File: src/sv/pbsq_pkg.sv
`default_nettype none
package pbsq_pkg;

   // shared multiplier operand width and product width
   localparam int MUL_W  = 32;
   localparam int PROD_W = 2 * MUL_W;

   // step-correction arithmetic: Q.30 argument, signed Q.30 sum
   localparam int FRAC_W = 30;
   localparam int SUM_W  = 33;
   localparam logic [FRAC_W:0] Q30_ONE = 31'h4000_0000;

   // 0.707 as Q0.16
   localparam logic [15:0] GAIN_0707 = 16'd46334;

   // register file
   localparam int CSR_ADDR_W = 4;
   localparam int CSR_DATA_W = 32;
   localparam logic [1:0] REG_PHASE_STEP  = 2'd0;
   localparam logic [1:0] REG_PHASE_RECIP = 2'd1;
   localparam logic [1:0] REG_PULSE_WIDTH = 2'd2;
   localparam logic [1:0] REG_AMPLITUDE   = 2'd3;

   typedef enum logic [3:0] {
      ST_IDLE,
      ST_ARG1,
      ST_SQR1,
      ST_ARG2,
      ST_SQR2,
      ST_SUM,
      ST_GAIN,
      ST_AMP,
      ST_DONE
   } pbsq_state_type;

   typedef enum logic [2:0] {
      MUL_HOLD,
      MUL_ARG,
      MUL_SQR,
      MUL_GAIN,
      MUL_AMP
   } pbsq_mul_op_type;

   typedef struct packed {
      logic            load;    // take the input word, advance the phase
      pbsq_mul_op_type mul_op;  // what the shared multiplier works on
      logic            sel_t2;  // correction at the falling edge
      logic            acc;     // add the finished correction into the sum
      logic            finish;  // load the output register
   } pbsq_cmd_type;

   typedef struct packed {
      logic out_free;
   } pbsq_status_type;

endpackage
`default_nettype wire

File: src/sv/pbsq_csr.sv
`default_nettype none
module pbsq_csr #(
   parameter int PHASE_BITS = 24
) (
   input  wire logic                             clock,
   input  wire logic                             reset,
   input  wire logic                             csr_psel,
   input  wire logic                             csr_penable,
   input  wire logic                             csr_pwrite,
   input  wire logic [pbsq_pkg::CSR_ADDR_W-1:0]  csr_paddr,
   input  wire logic [pbsq_pkg::CSR_DATA_W-1:0]  csr_pwdata,
   output logic      [pbsq_pkg::CSR_DATA_W-1:0]  csr_prdata,
   output logic                                  csr_pready,
   output logic      [PHASE_BITS-1:0]            phase_step,
   output logic      [31:0]                      phase_step_recip,
   output logic      [PHASE_BITS-1:0]            pulse_width,
   output logic      [15:0]                      amplitude
);
   import pbsq_pkg::*;

   logic [PHASE_BITS-1:0] step_ff, step_in;
   logic [31:0]           recip_ff, recip_in;
   logic [PHASE_BITS-1:0] pw_ff, pw_in;
   logic [15:0]           amp_ff, amp_in;
   logic                  wr_en;
   logic [1:0]            reg_idx;

   assign csr_pready = 1'b1;
   assign wr_en      = csr_psel & csr_penable & csr_pwrite;
   assign reg_idx    = csr_paddr[3:2];

   // write decode
   always_comb begin
      step_in  = step_ff;
      recip_in = recip_ff;
      pw_in    = pw_ff;
      amp_in   = amp_ff;
      if (wr_en) begin
         unique case (reg_idx)
            REG_PHASE_STEP:  step_in  = csr_pwdata[PHASE_BITS-1:0];
            REG_PHASE_RECIP: recip_in = csr_pwdata[31:0];
            REG_PULSE_WIDTH: pw_in    = csr_pwdata[PHASE_BITS-1:0];
            REG_AMPLITUDE:   amp_in   = csr_pwdata[15:0];
            default: ;
         endcase
      end
   end

   always_ff @(posedge clock) begin
      if (reset) begin
         step_ff  <= '0;
         recip_ff <= '0;
         pw_ff    <= PHASE_BITS'(1) << (PHASE_BITS - 1);
         amp_ff   <= 16'd32768;
      end else begin
         step_ff  <= step_in;
         recip_ff <= recip_in;
         pw_ff    <= pw_in;
         amp_ff   <= amp_in;
      end
   end

   // read back
   always_comb begin
      unique case (reg_idx)
         REG_PHASE_STEP:  csr_prdata = CSR_DATA_W'(step_ff);
         REG_PHASE_RECIP: csr_prdata = CSR_DATA_W'(recip_ff);
         REG_PULSE_WIDTH: csr_prdata = CSR_DATA_W'(pw_ff);
         REG_AMPLITUDE:   csr_prdata = CSR_DATA_W'(amp_ff);
         default:         csr_prdata = '0;
      endcase
   end

   assign phase_step       = step_ff;
   assign phase_step_recip = recip_ff;
   assign pulse_width      = pw_ff;
   assign amplitude        = amp_ff;

endmodule
`default_nettype wire

File: src/sv/pbsq_ctrl.sv
`default_nettype none
module pbsq_ctrl (
   input  wire logic                      clock,
   input  wire logic                      reset,
   input  wire logic                      req_valid,
   output logic                           req_stall,
   input  wire pbsq_pkg::pbsq_status_type status,
   output pbsq_pkg::pbsq_cmd_type         cmd
);
   import pbsq_pkg::*;

   pbsq_state_type state_ff, state_in;

   always_ff @(posedge clock) begin
      if (reset) begin
         state_ff <= ST_IDLE;
      end else begin
         state_ff <= state_in;
      end
   end

   // sequencer: one multiplier pass per step, but for the SUM and DONE steps
   always_comb begin
      state_in   = state_ff;
      cmd        = '0;
      cmd.mul_op = MUL_HOLD;
      req_stall  = 1'b1;
      unique case (state_ff)
         ST_IDLE: begin
            req_stall = 1'b0;
            if (req_valid) begin
               cmd.load = 1'b1;
               state_in = ST_ARG1;
            end
         end
         ST_ARG1: begin
            cmd.mul_op = MUL_ARG;
            state_in   = ST_SQR1;
         end
         ST_SQR1: begin
            cmd.mul_op = MUL_SQR;
            state_in   = ST_ARG2;
         end
         ST_ARG2: begin
            cmd.mul_op = MUL_ARG;
            cmd.sel_t2 = 1'b1;
            cmd.acc    = 1'b1;
            state_in   = ST_SQR2;
         end
         ST_SQR2: begin
            cmd.mul_op = MUL_SQR;
            state_in   = ST_SUM;
         end
         ST_SUM: begin
            cmd.acc  = 1'b1;
            state_in = ST_GAIN;
         end
         ST_GAIN: begin
            cmd.mul_op = MUL_GAIN;
            state_in   = ST_AMP;
         end
         ST_AMP: begin
            cmd.mul_op = MUL_AMP;
            state_in   = ST_DONE;
         end
         ST_DONE: begin
            if (status.out_free) begin
               cmd.finish = 1'b1;
               state_in   = ST_IDLE;
            end
         end
         default: state_in = ST_IDLE;
      endcase
   end

   a_load_starts: assert property (@(posedge clock) disable iff (reset)
      cmd.load |=> state_ff == ST_ARG1)
      else $error("sequencer did not start after a load");

   a_done_waits: assert property (@(posedge clock) disable iff (reset)
      state_ff == ST_DONE && !status.out_free |=> state_ff == ST_DONE)
      else $error("result dropped while output register busy");

   a_cmd_exclusive: assert property (@(posedge clock) disable iff (reset)
      $onehot0({cmd.load, cmd.acc, cmd.finish}))
      else $error("conflicting datapath commands");

endmodule
`default_nettype wire

File: src/sv/pbsq_dp.sv
`default_nettype none
module pbsq_dp #(
   parameter int PHASE_BITS  = 24,
   parameter int SAMPLE_BITS = 16
) (
   input  wire logic                      clock,
   input  wire logic                      reset,
   input  wire pbsq_pkg::pbsq_cmd_type    cmd,
   output pbsq_pkg::pbsq_status_type      status,
   input  wire logic [PHASE_BITS-1:0]     phase_step,
   input  wire logic [31:0]               phase_step_recip,
   input  wire logic [PHASE_BITS-1:0]     pulse_width,
   input  wire logic [15:0]               amplitude,
   input  wire logic [PHASE_BITS-1:0]     req_phase_offset,
   output logic                           rsp_valid,
   input  wire logic                      rsp_stall,
   output logic signed [SAMPLE_BITS-1:0]  rsp_sample,
   output logic                           rsp_end_of_cycle
);
   import pbsq_pkg::*;

   localparam int ARG_SH = PHASE_BITS - 14;   // product to Q.30
   localparam int XW     = PROD_W - ARG_SH;
   localparam int OUT_SH = 46 - SAMPLE_BITS;  // Q.45 product to Q1.(S-1)
   localparam int RW     = 49;

   // phase state and per-word registers
   logic [PHASE_BITS-1:0]   acc_ff, acc_in;
   logic [PHASE_BITS:0]     acc_next;
   logic [PHASE_BITS-1:0]   t_ff, t2_ff, t_mod;
   logic                    eoc_ff;
   logic signed [SUM_W-1:0] sum_ff, sum_in;
   logic [PROD_W-1:0]       prod_ff, prod_in;
   logic                    neg_ff, act_ff;

   // output register
   logic                          rsp_valid_ff;
   logic signed [SAMPLE_BITS-1:0] rsp_sample_ff;
   logic                          rsp_eoc_ff;

   // correction region of the selected phase
   logic [PHASE_BITS-1:0] cur, phase_dist;
   logic [PHASE_BITS:0]   cur_plus;
   logic                  reg_lo, reg_hi;

   // multiplier operands and helpers
   logic [MUL_W-1:0]        mul_a, mul_b;
   logic [XW-1:0]           x_full;
   logic [FRAC_W:0]         x_sat, u_val, c_val;
   logic signed [SUM_W-1:0] c_term;
   logic [SUM_W-1:0]        mag_full;
   logic [RW-1:0]           rnd16, rnd_out, q_out, q_sat, lim;
   logic [MUL_W-1:0]        gain_mag;
   logic                    out_neg;
   logic [SAMPLE_BITS-1:0]  mag_s;

   // input word: modulated phase, falling-edge phase, naive level, phase advance
   assign t_mod    = acc_ff + req_phase_offset;
   assign acc_next = {1'b0, acc_ff} + {1'b0, phase_step};
   assign acc_in   = cmd.load ? acc_next[PHASE_BITS-1:0] : acc_ff;

   // region select
   assign cur        = cmd.sel_t2 ? t2_ff : t_ff;
   assign cur_plus   = {1'b0, cur} + {1'b0, phase_step};
   assign reg_lo     = cur < phase_step;
   assign reg_hi     = !reg_lo && (cur_plus > ((PHASE_BITS+1)'(1) << PHASE_BITS));
   assign phase_dist = reg_lo ? cur : PHASE_BITS'(0) - cur;

   // argument saturation and 1 - x
   assign x_full = prod_ff[PROD_W-1:ARG_SH];
   assign x_sat  = (x_full > XW'(Q30_ONE)) ? Q30_ONE : x_full[FRAC_W:0];
   assign u_val  = Q30_ONE - x_sat;

   // finished square back to Q.30, signed for the sum
   assign c_val  = prod_ff[2*FRAC_W:FRAC_W];
   assign c_term = neg_ff ? -$signed({2'b00, c_val}) : $signed({2'b00, c_val});
   assign sum_in = act_ff ? sum_ff + c_term : sum_ff;

   // magnitude and the two rounding steps
   assign mag_full = sum_ff[SUM_W-1] ? SUM_W'(-sum_ff) : SUM_W'(sum_ff);
   assign rnd16    = {1'b0, prod_ff[47:0]} + RW'(32768);
   assign gain_mag = rnd16[47:16];
   assign rnd_out  = {1'b0, prod_ff[47:0]} + (RW'(1) << (OUT_SH - 1));
   assign q_out    = rnd_out >> OUT_SH;
   assign out_neg  = sum_ff[SUM_W-1];
   assign lim      = RW'(1) << (SAMPLE_BITS - 1);

   // saturate to the output range
   always_comb begin
      q_sat = q_out;
      if (!out_neg && q_out > lim - RW'(1)) begin
         q_sat = lim - RW'(1);
      end else if (out_neg && q_out > lim) begin
         q_sat = lim;
      end
   end
   assign mag_s = q_sat[SAMPLE_BITS-1:0];

   // shared multiplier operand select
   always_comb begin
      mul_a = '0;
      mul_b = '0;
      unique case (cmd.mul_op)
         MUL_HOLD: ;
         MUL_ARG: begin
            mul_a = MUL_W'(phase_dist);
            mul_b = phase_step_recip;
         end
         MUL_SQR: begin
            mul_a = MUL_W'(u_val);
            mul_b = MUL_W'(u_val);
         end
         MUL_GAIN: begin
            mul_a = mag_full[MUL_W-1:0];
            mul_b = MUL_W'(GAIN_0707);
         end
         MUL_AMP: begin
            mul_a = gain_mag;
            mul_b = MUL_W'(amplitude);
         end
         default: ;
      endcase
   end
   assign prod_in = (cmd.mul_op == MUL_HOLD) ? prod_ff
                                             : PROD_W'(mul_a) * PROD_W'(mul_b);

   // phase accumulator
   always_ff @(posedge clock) begin
      if (reset) begin
         acc_ff <= '0;
      end else begin
         acc_ff <= acc_in;
      end
   end

   // working registers
   always_ff @(posedge clock) begin
      prod_ff <= prod_in;
      if (cmd.load) begin
         t_ff   <= t_mod;
         t2_ff  <= t_mod - pulse_width;
         eoc_ff <= acc_next[PHASE_BITS];
         sum_ff <= (t_mod < pulse_width) ? $signed(SUM_W'(Q30_ONE))
                                         : -$signed(SUM_W'(Q30_ONE));
      end else if (cmd.acc) begin
         sum_ff <= sum_in;
      end
      if (cmd.mul_op == MUL_ARG) begin
         neg_ff <= reg_lo ^ cmd.sel_t2;
         act_ff <= reg_lo | reg_hi;
      end
   end

   // output register
   always_ff @(posedge clock) begin
      if (reset) begin
         rsp_valid_ff <= 1'b0;
      end else if (cmd.finish) begin
         rsp_valid_ff <= 1'b1;
      end else if (!rsp_stall) begin
         rsp_valid_ff <= 1'b0;
      end
      if (cmd.finish) begin
         rsp_sample_ff <= out_neg ? -$signed(mag_s) : $signed(mag_s);
         rsp_eoc_ff    <= eoc_ff;
      end
   end

   assign status.out_free  = !rsp_valid_ff || !rsp_stall;
   assign rsp_valid        = rsp_valid_ff;
   assign rsp_sample       = rsp_sample_ff;
   assign rsp_end_of_cycle = rsp_eoc_ff;

   a_no_overwrite: assert property (@(posedge clock) disable iff (reset)
      cmd.finish |-> !(rsp_valid_ff && rsp_stall))
      else $error("output register overwritten while held");

   a_phase_advance: assert property (@(posedge clock) disable iff (reset)
      cmd.load |=> acc_ff == PHASE_BITS'($past(acc_ff) + $past(phase_step)))
      else $error("phase did not advance by one step");

   a_phase_still: assert property (@(posedge clock) disable iff (reset)
      !cmd.load |=> $stable(acc_ff))
      else $error("phase moved without an input word");

endmodule
`default_nettype wire

File: src/sv/polyblep_square_oscillator.sv
`default_nettype none
// channel | direction | handshake              | payload
// req     | in        | req_valid / req_stall  | req_phase_offset
// rsp     | out       | rsp_valid / rsp_stall  | rsp_sample, rsp_end_of_cycle
// csr     | in        | APB write/read, pready | 4 registers at byte address 4*i
//
// A word is accepted in the idle state and then runs eight sequencer steps, six of
// them passes through the shared 32x32 multiplier (two argument products, two
// squares, the 0.707 gain, the amplitude), one to fold in the second correction
// and one to load the output register, after which the registered rsp_valid rises.
// Synchronous reset returns phase, CSR registers, sequencer and rsp_valid to reset values.
// req_stall stays high until the word is done; the last step waits on rsp_stall.
module polyblep_square_oscillator #(
   parameter int PHASE_BITS  = 24,
   parameter int SAMPLE_BITS = 16
) (
   input  wire logic                             clock,
   input  wire logic                             reset,
   input  wire logic                             req_valid,
   output logic                                  req_stall,
   input  wire logic [PHASE_BITS-1:0]            req_phase_offset,
   output logic                                  rsp_valid,
   input  wire logic                             rsp_stall,
   output logic signed [SAMPLE_BITS-1:0]         rsp_sample,
   output logic                                  rsp_end_of_cycle,
   input  wire logic                             csr_psel,
   input  wire logic                             csr_penable,
   input  wire logic                             csr_pwrite,
   input  wire logic [pbsq_pkg::CSR_ADDR_W-1:0]  csr_paddr,
   input  wire logic [pbsq_pkg::CSR_DATA_W-1:0]  csr_pwdata,
   output logic      [pbsq_pkg::CSR_DATA_W-1:0]  csr_prdata,
   output logic                                  csr_pready
);
   import pbsq_pkg::*;

   pbsq_cmd_type          cmd;
   pbsq_status_type       status;
   logic [PHASE_BITS-1:0] phase_step;
   logic [31:0]           phase_step_recip;
   logic [PHASE_BITS-1:0] pulse_width;
   logic [15:0]           amplitude;

   pbsq_csr #(
      .PHASE_BITS (PHASE_BITS)
   ) u_csr (
      .clock            (clock),
      .reset            (reset),
      .csr_psel         (csr_psel),
      .csr_penable      (csr_penable),
      .csr_pwrite       (csr_pwrite),
      .csr_paddr        (csr_paddr),
      .csr_pwdata       (csr_pwdata),
      .csr_prdata       (csr_prdata),
      .csr_pready       (csr_pready),
      .phase_step       (phase_step),
      .phase_step_recip (phase_step_recip),
      .pulse_width      (pulse_width),
      .amplitude        (amplitude)
   );

   pbsq_ctrl u_ctrl (
      .clock     (clock),
      .reset     (reset),
      .req_valid (req_valid),
      .req_stall (req_stall),
      .status    (status),
      .cmd       (cmd)
   );

   pbsq_dp #(
      .PHASE_BITS  (PHASE_BITS),
      .SAMPLE_BITS (SAMPLE_BITS)
   ) u_dp (
      .clock            (clock),
      .reset            (reset),
      .cmd              (cmd),
      .status           (status),
      .phase_step       (phase_step),
      .phase_step_recip (phase_step_recip),
      .pulse_width      (pulse_width),
      .amplitude        (amplitude),
      .req_phase_offset (req_phase_offset),
      .rsp_valid        (rsp_valid),
      .rsp_stall        (rsp_stall),
      .rsp_sample       (rsp_sample),
      .rsp_end_of_cycle (rsp_end_of_cycle)
   );

endmodule
`default_nettype wire
File: config.mk
export PLATFORM = sky130hd
export DESIGN_NAME = polyblep_square_oscillator
export DESIGN_NICKNAME = d
export VERILOG_FILES = /design/src/sv/pbsq_pkg.sv /design/src/sv/pbsq_csr.sv /design/src/sv/pbsq_ctrl.sv /design/src/sv/pbsq_dp.sv /design/src/sv/polyblep_square_oscillator.sv
export SDC_FILE = /design/constraint.sdc
export NUM_CORES = 2
export LEC_CHECK = 0
export BUFFER_PORTS_ARGS = -buffer_cell sky130_fd_sc_hd__clkbuf_2
export CAP_MARGIN = 20
export CORE_MARGIN = 8
export CORE_UTILIZATION = 45
export DETAILED_ROUTE_END_ITERATION = 8
export GPL_TIMING_DRIVEN = 0
export HOLD_SLACK_MARGIN = 0.05
export PLACE_DENSITY = 0.72
export SYNTH_ARGS = -nofsm -noshare
export SYNTH_HDL_FRONTEND = slang
export SYNTH_HIERARCHICAL = 1
export SYNTH_SLANG_ARGS = --single-unit
File: constraint.sdc
create_clock -name clock -period 17.4 [get_ports clock]
set_input_delay 3.48 -clock clock [delete_from_list [all_inputs] [get_ports clock]]
set_output_delay 3.48 -clock clock [all_outputs]
set_load 0.005 [all_outputs]
# Yosys cells after proc, flatten, opt, wreduce, memory -nomap -nowiden
# Cells that the tools add are included.
totals:
  input_bits: 67
  word_cells: 107
  out_inout_bits: 52
  romBits: 0
  mem_bits_rw: 0
  n_memories: 0
  register_bits: 290
  latch_bits: 0
classes:
  mux: 28
  bitwise: 4
  reduce_logical: 22
  add_sub_neg: 12
  shifts: 0
  n_div: 0
  order_cmp: 6
  n_mul: 1
  eq_ne: 18
op_table:
  columns: ["op", "n"]
  rows:
  - ["case mux 32 bit (4 select lines)", 3]
  - ["two-way mux 33 bit", 5]
  - ["multiplier 32 x 32 -> 64 bit", 1]
  - ["greater-than comparator 54 x 31 -> 1 bit, second input constant", 1]
  - ["adder 24 x 24 -> 25 bit", 2]
  - ["adder 48 x 30 -> 49 bit, second input constant", 1]
  - ["adder 48 x 16 -> 48 bit, second input constant", 1]
  - ["< comparator 24 bit", 2]
  - ["two-way mux 16 bit", 3]
  - ["two-way mux 24 bit", 2]
  - ["case mux 4 bit (9 select lines)", 1]
  - ["adder 33 bit", 1]
  - ["negation 31 -> 33 bit", 1]
  - ["two-way mux 32 bit", 1]
  - ["negation 32 bit", 1]
  - ["two-way mux 31 bit", 1]
  - ["subtractor 31 bit, first input constant", 1]
  - ["greater-than comparator 25 bit, second input constant", 1]
  - ["adder 24 bit", 1]
  - ["subtractor 1 x 24 -> 24 bit, first input constant", 1]
  - ["subtractor 24 bit", 1]
  - ["greater-than comparator 19 x 15 -> 1 bit, second input constant", 1]
  - ["greater-than comparator 19 x 16 -> 1 bit, second input constant", 1]
  - ["== test 4 x 3 -> 1 bit, second input constant", 4]
  - ["other kinds (26)", 53]

# Longest topological paths before layout
logic_depth:
  depth_word: 7
  depth_mapped: 50
  depth_no_buf: 44

# Cells and area by module
# Netlist, hierarchy kept.
by_module_without_submodules:
  columns: ["module", "cells_per_inst", "area_per_inst_um2", "n_inst", "seq_area_each_um2"]
  rows:
  - ["pbsq_dp", 6021, 50961.4, 1, 5154.9]
  - ["pbsq_csr", 416, 4528.1, 1, 1921.8]
  - ["pbsq_ctrl", 33, 267.8, 1, 80.1]

# Worst setup path before layout
# No wires, ideal clock.
synth_timing:
  path_type: "register to register"
  from: "register u_ctrl.state_ff[0]"
  to: "register u_dp.prod_ff[49], data pin"
  setup_ns: 0.260
  path_slack_ns: 5.742
  required_ns: 17.140
  arrival_ns: 11.399
  n_path_buf: 8
  stages_incl_launch_ff: 46
  period_less_slack_ns: 11.658
  path_cell_list: "dfxtp_1 -> buf_2 -> nor4bb_1 -> buf_2 -> buf_2 -> buf_1 -> mux2_2 -> ha_1 -> clkbuf_1 -> o21a_1 -> a21oi_1 -> o21ai_0 -> nor3_1 -> a21o_1 -> clkbuf_1 -> a21oi_1 -> xnor2_1 -> a221oi_1 -> (+10 left out) -> fa_1 -> inv_1 -> fa_1 -> inv_1 -> fa_1 -> inv_1 -> ha_1 -> clkbuf_1 -> nand4_1 -> or3_1 -> o221ai_1 -> nand2b_1 -> nand2_1 -> a21oi_1 -> o21ai_0 -> o31a_1 -> a31oi_1 -> xnor2_1"
synth_lines:
  columns: ["element", "line", "source"]
  rows:
  - ["start, declared", "pbsq_ctrl.sv:12", "pbsq_state_type state_ff, state_in;"]
  - ["start signal, assigned", "pbsq_ctrl.sv:18", "state_ff <= state_in;"]
  - ["end signal, assigned", "pbsq_dp.sv:138", "prod_ff <= prod_in;"]
  - ["end, declared", "pbsq_dp.sv:33", "logic [PROD_W-1:0] prod_ff, prod_in;"]

==> key figures <==
Clocking
  • H-tree levels: 2
  • CTS root buf: clkbuf_16
  • Total CTS buffers: 34
  • Bufs on Longest Clock Path: 3
  • Clock Latency Late Sink: 560 ps
  • Hold Buf Count CTS: 0
  • CTS tree: built
  • Clock Sinks: 280
  • Setup bufs post-CTS: 0
  • PostCTS Resize Cnt: 0
  • Clk slew on worst S/H paths: 60 ps

Synthesis
  • Yosys reg bits: 280
  • Netlist cell types: 101
  • Yosys warns: 6
  • Synthesized instance count: 6470
  • Avg Inst Size Synth: 8.62 sq um
  • Sequential fraction of the synthesis area: 12.8%
  • Synth Flop Type: edfxtp_1
  • Post-synthesis async set-or-reset flop share: 0%
  • Post-synth EDFFs: 155
  • Synth Cell Area: 55800 sq um

Route
  • DR vias: between 40000 and 50000
  • Total wire length: approximately 220000 um
  • DRC violations left: 0
  • Drt first pass iters: 6
  • Antenna viol nets, final: 0
  • Vias per cell: 5.88
  • Drt first-iter violations: 5601
  • Wire per inst: 26.1 um

Pwr
  • Net Sw Frac: a little under half
  • Clk pwr share: 21.4%
  • Lkg Pwr: around 29 nW
  • Sequential share of power: 27.5%
  • Comb power frac: 51.1%
  • Power Density: just under 60 nW/um^2
  • Worst IR Drop VDD: between 0.00007 and 0.00008 V
  • Internal: around 0.0018 W
  • Psw: 0.00163 W
  • Tot Pwr: around 0.0035 W

GRT
  • Initial antenna violation count: 8
  • First-pass GRT wire length: 320000 um
  • Number of global-route vias before repair: about 49000
  • Largest net degree at the start of global routing: 41
  • Gr usage total: 31.6%
  • Remaining global-route overflow: 0

Worst setup path
  • Most used cell, CP: fa_1
  • Crit-path slowest cell: a2111oi_0
  • Startpoint type of the worst setup path: flop
  • Worst Path Arrival: 17160 ps
  • Setup CP Type: flop to flop
  • Setup crit start: u_ctrl/state_ff[0]
  • Flop2flop setup slack: ~540 ps
  • R2R cell count: 46
  • R2R Path Start: u_ctrl/state_ff[0]
  • CP required: approximately 18000 ps
  • Kind of end point of the critical path: flop
  • Critical Path Fanout Max: 10
  • Crit path capture: u_dp/prod_ff[52]
  • CP max stage delay: just over 900 ps
  • RR Endpoint: u_dp/prod_ff[52]

Layout
  • Final Instance Area: 60300 sq um
  • Share of cells above drive strength 1: a little under 6%
  • Nets: 8072
  • Synth-to-Final Area Change: 8.11%
  • Most common cell after layout, fill and taps aside: inv_1
  • Final Non-Filler Cells: 8354
  • Final Util: about half
  • Most frequent cells in the layout: 1107 x inv_1, 900 x fa_1, 721 x nand2_1, 716 x nor2_1, 419 x ha_1

Placement
  • Worst slack, placed: 1070 ps
  • Port Buffers: 115
  • Placed inst area: 59100 sq um
  • GPL Wtd Cong: 1.05
  • Placed Cells: roughly 8300
  • Post-DP HPWL: 184000 um

Timing
  • Setup ws final: between 500 and 600 ps
  • Worst slew margin: 17.7%
  • Crit path time final: 16860 ps
  • Skew final: 20.4 ps
  • Crit share post-route: 96.9%
  • RSZ-0062 raised after global routing: no
  • Fin. Hold Viols: 0
  • Fmax: 59.3 MHz
  • Least-Margin Pin Slew: 1230 ps
  • Final Setup Violations: 0
  • Max-slew violations: 0

Floorplan
  • Die W: 368 um
  • Core Area: roughly 120000 sq um
  • Initial Util: 45.2%
  • I/O Pins: 119
  • Die Height: about 370 um
  • Die ar.: between 100000 and 150000 sq um
  • Row count: 129

Run
  • Max-cap violations: 0

Worst hold path
  • Hold WC Path Type: flop to flop

Outcome
  • Status: complete, no violations
==> power groups by stage <==
stage	clock, W	combinational (W)	sequential [W]
finish	0.000744	0.00177	0.000955
global placement	0	0.00165	0.000968
CTS	0.000750	0.00172	0.000952
floorplan	0	0.00107	0.000920
global route	0.000776	0.00188	0.000962
detailed placement	0	0.00171	0.000964
==> registers in the layout (all words and copies together) (netlist names), 4 cells and up <==
register,count
u_csr/amplitude,16
u_csr/phase_step,24
u_csr/phase_step_recip,32
u_csr/pulse_width,24
u_ctrl/state_ff,4
u_dp/acc_ff,24
u_dp/prod_ff,54
u_dp/rsp_sample,16
u_dp/sum_ff,33
u_dp/t2_ff,24
u_dp/t_ff,24
==> area by class of cell <==
class,count,area (sq um)
clock inverters,15,146
well taps,1637,2050
repair buffers,159,1080
multi-input cells,4779,43300
fillers,12000,63000
diodes,5,12.5
clock buffers,47,1000
inverters,1110,4170
flip-flops and latches,280,7160
plain buffers,322,1390
==> worst min path at each step <==
stage	depth (start not counted)	from	to	slack, ps
finish	0	u_dp/eoc_ff	u_dp/rsp_end_of_cycle	480
global route	0	u_dp/eoc_ff	u_dp/rsp_end_of_cycle	460
global placement	0	u_dp/eoc_ff	u_dp/rsp_end_of_cycle	440
floorplan	0	u_dp/eoc_ff	u_dp/rsp_end_of_cycle	400
CTS	0	u_dp/eoc_ff	u_dp/rsp_end_of_cycle	460
detailed placement	0	u_dp/eoc_ff	u_dp/rsp_end_of_cycle	450
==> synth_stat cells (13+ instances only) <==
library cell | count | area share (%)
nand2b_1 | 157 | 1.8
clkbuf_1 | 235 | 1.6
or3_1 | 35 | 0.39
ha_1 | 419 | 9.4
fa_1 | 900 | 32
nand3_1 | 81 | 0.73
xnor2_1 | 164 | 2.6
mux2_2 | 16 | 0.32
a211oi_1 | 33 | 0.44
o41ai_1 | 18 | 0.28
buf_4 | 16 | 0.22
nor2b_1 | 34 | 0.38
o21ai_0 | 150 | 1.3
xor2_1 | 112 | 1.8
and3_1 | 39 | 0.44
o21a_1 | 31 | 0.42
a31oi_1 | 24 | 0.27
o211ai_1 | 16 | 0.22
nor3_1 | 76 | 0.68
inv_1 | 1107 | 7.5
mux2i_1 | 128 | 2.3
nor4_1 | 28 | 0.31
buf_2 | 54 | 0.48
and2_1 | 44 | 0.49
nand2_1 | 722 | 4.9
nand4_1 | 52 | 0.58
a21o_1 | 118 | 1.6
or4_1 | 13 | 0.18
edfxtp_1 | 155 | 8.3
nor2_1 | 717 | 4.8
o21bai_1 | 31 | 0.42
mux4_2 | 14 | 0.57
dfxtp_1 | 125 | 4.5
o22ai_1 | 27 | 0.30
o31ai_1 | 38 | 0.51
a21oi_1 | 279 | 2.5
==> layer usage <==
metal,up-vias,global-route usage [%],part of all wire [%]
met5,-,0,0.028
met1,24600,42.7,40
met4,10,16.0,6.5
met3,578,7.89,12
li1,21200,-,-
met2,2812,46.8,42
==> cells by family (layout without fill, tap and decap cells) <==
family	count (synthesis)	in the layout	share of synthesized area, %
adders and majority gates	1319	1319	41.7
DFF	280	280	12.8
and+or+nand+nor	2063	2063	16.7
muxes	160	160	3.28
xor gates and xnor gates	276	276	4.34
other	3	29	0.0202
buffers and inverters	1432	1653	9.96
AOI/OAI and AO/OA	937	937	11.1
==> worst max-delay path: cells and delay by family, from the launching register on <==
kind | cells | cell delay [ps]
flip-flops | 1 | 320
XOR/XNOR | 1 | 290
multiplexers | 1 | 500
AND/OR/NAND/NOR | 5 | 1620
buffers and inverters | 16 | 4210
adder cells (fa/ha/maj) | 10 | 4690
AO/OA/AOI/OAI | 13 | 4940
==> metrics by stage <==
step | setup TNS (ps) | hold slack, ps
2_1_floorplan | 0 | 400
3_3_place_gp | -5320 | 443
3_5_place_dp | 0 | 446
4_1_cts | 0 | 460
5_1_grt | 0 | 457
6_report | 0 | 481
No activity file was read; power rests on OpenSTA's default activity.
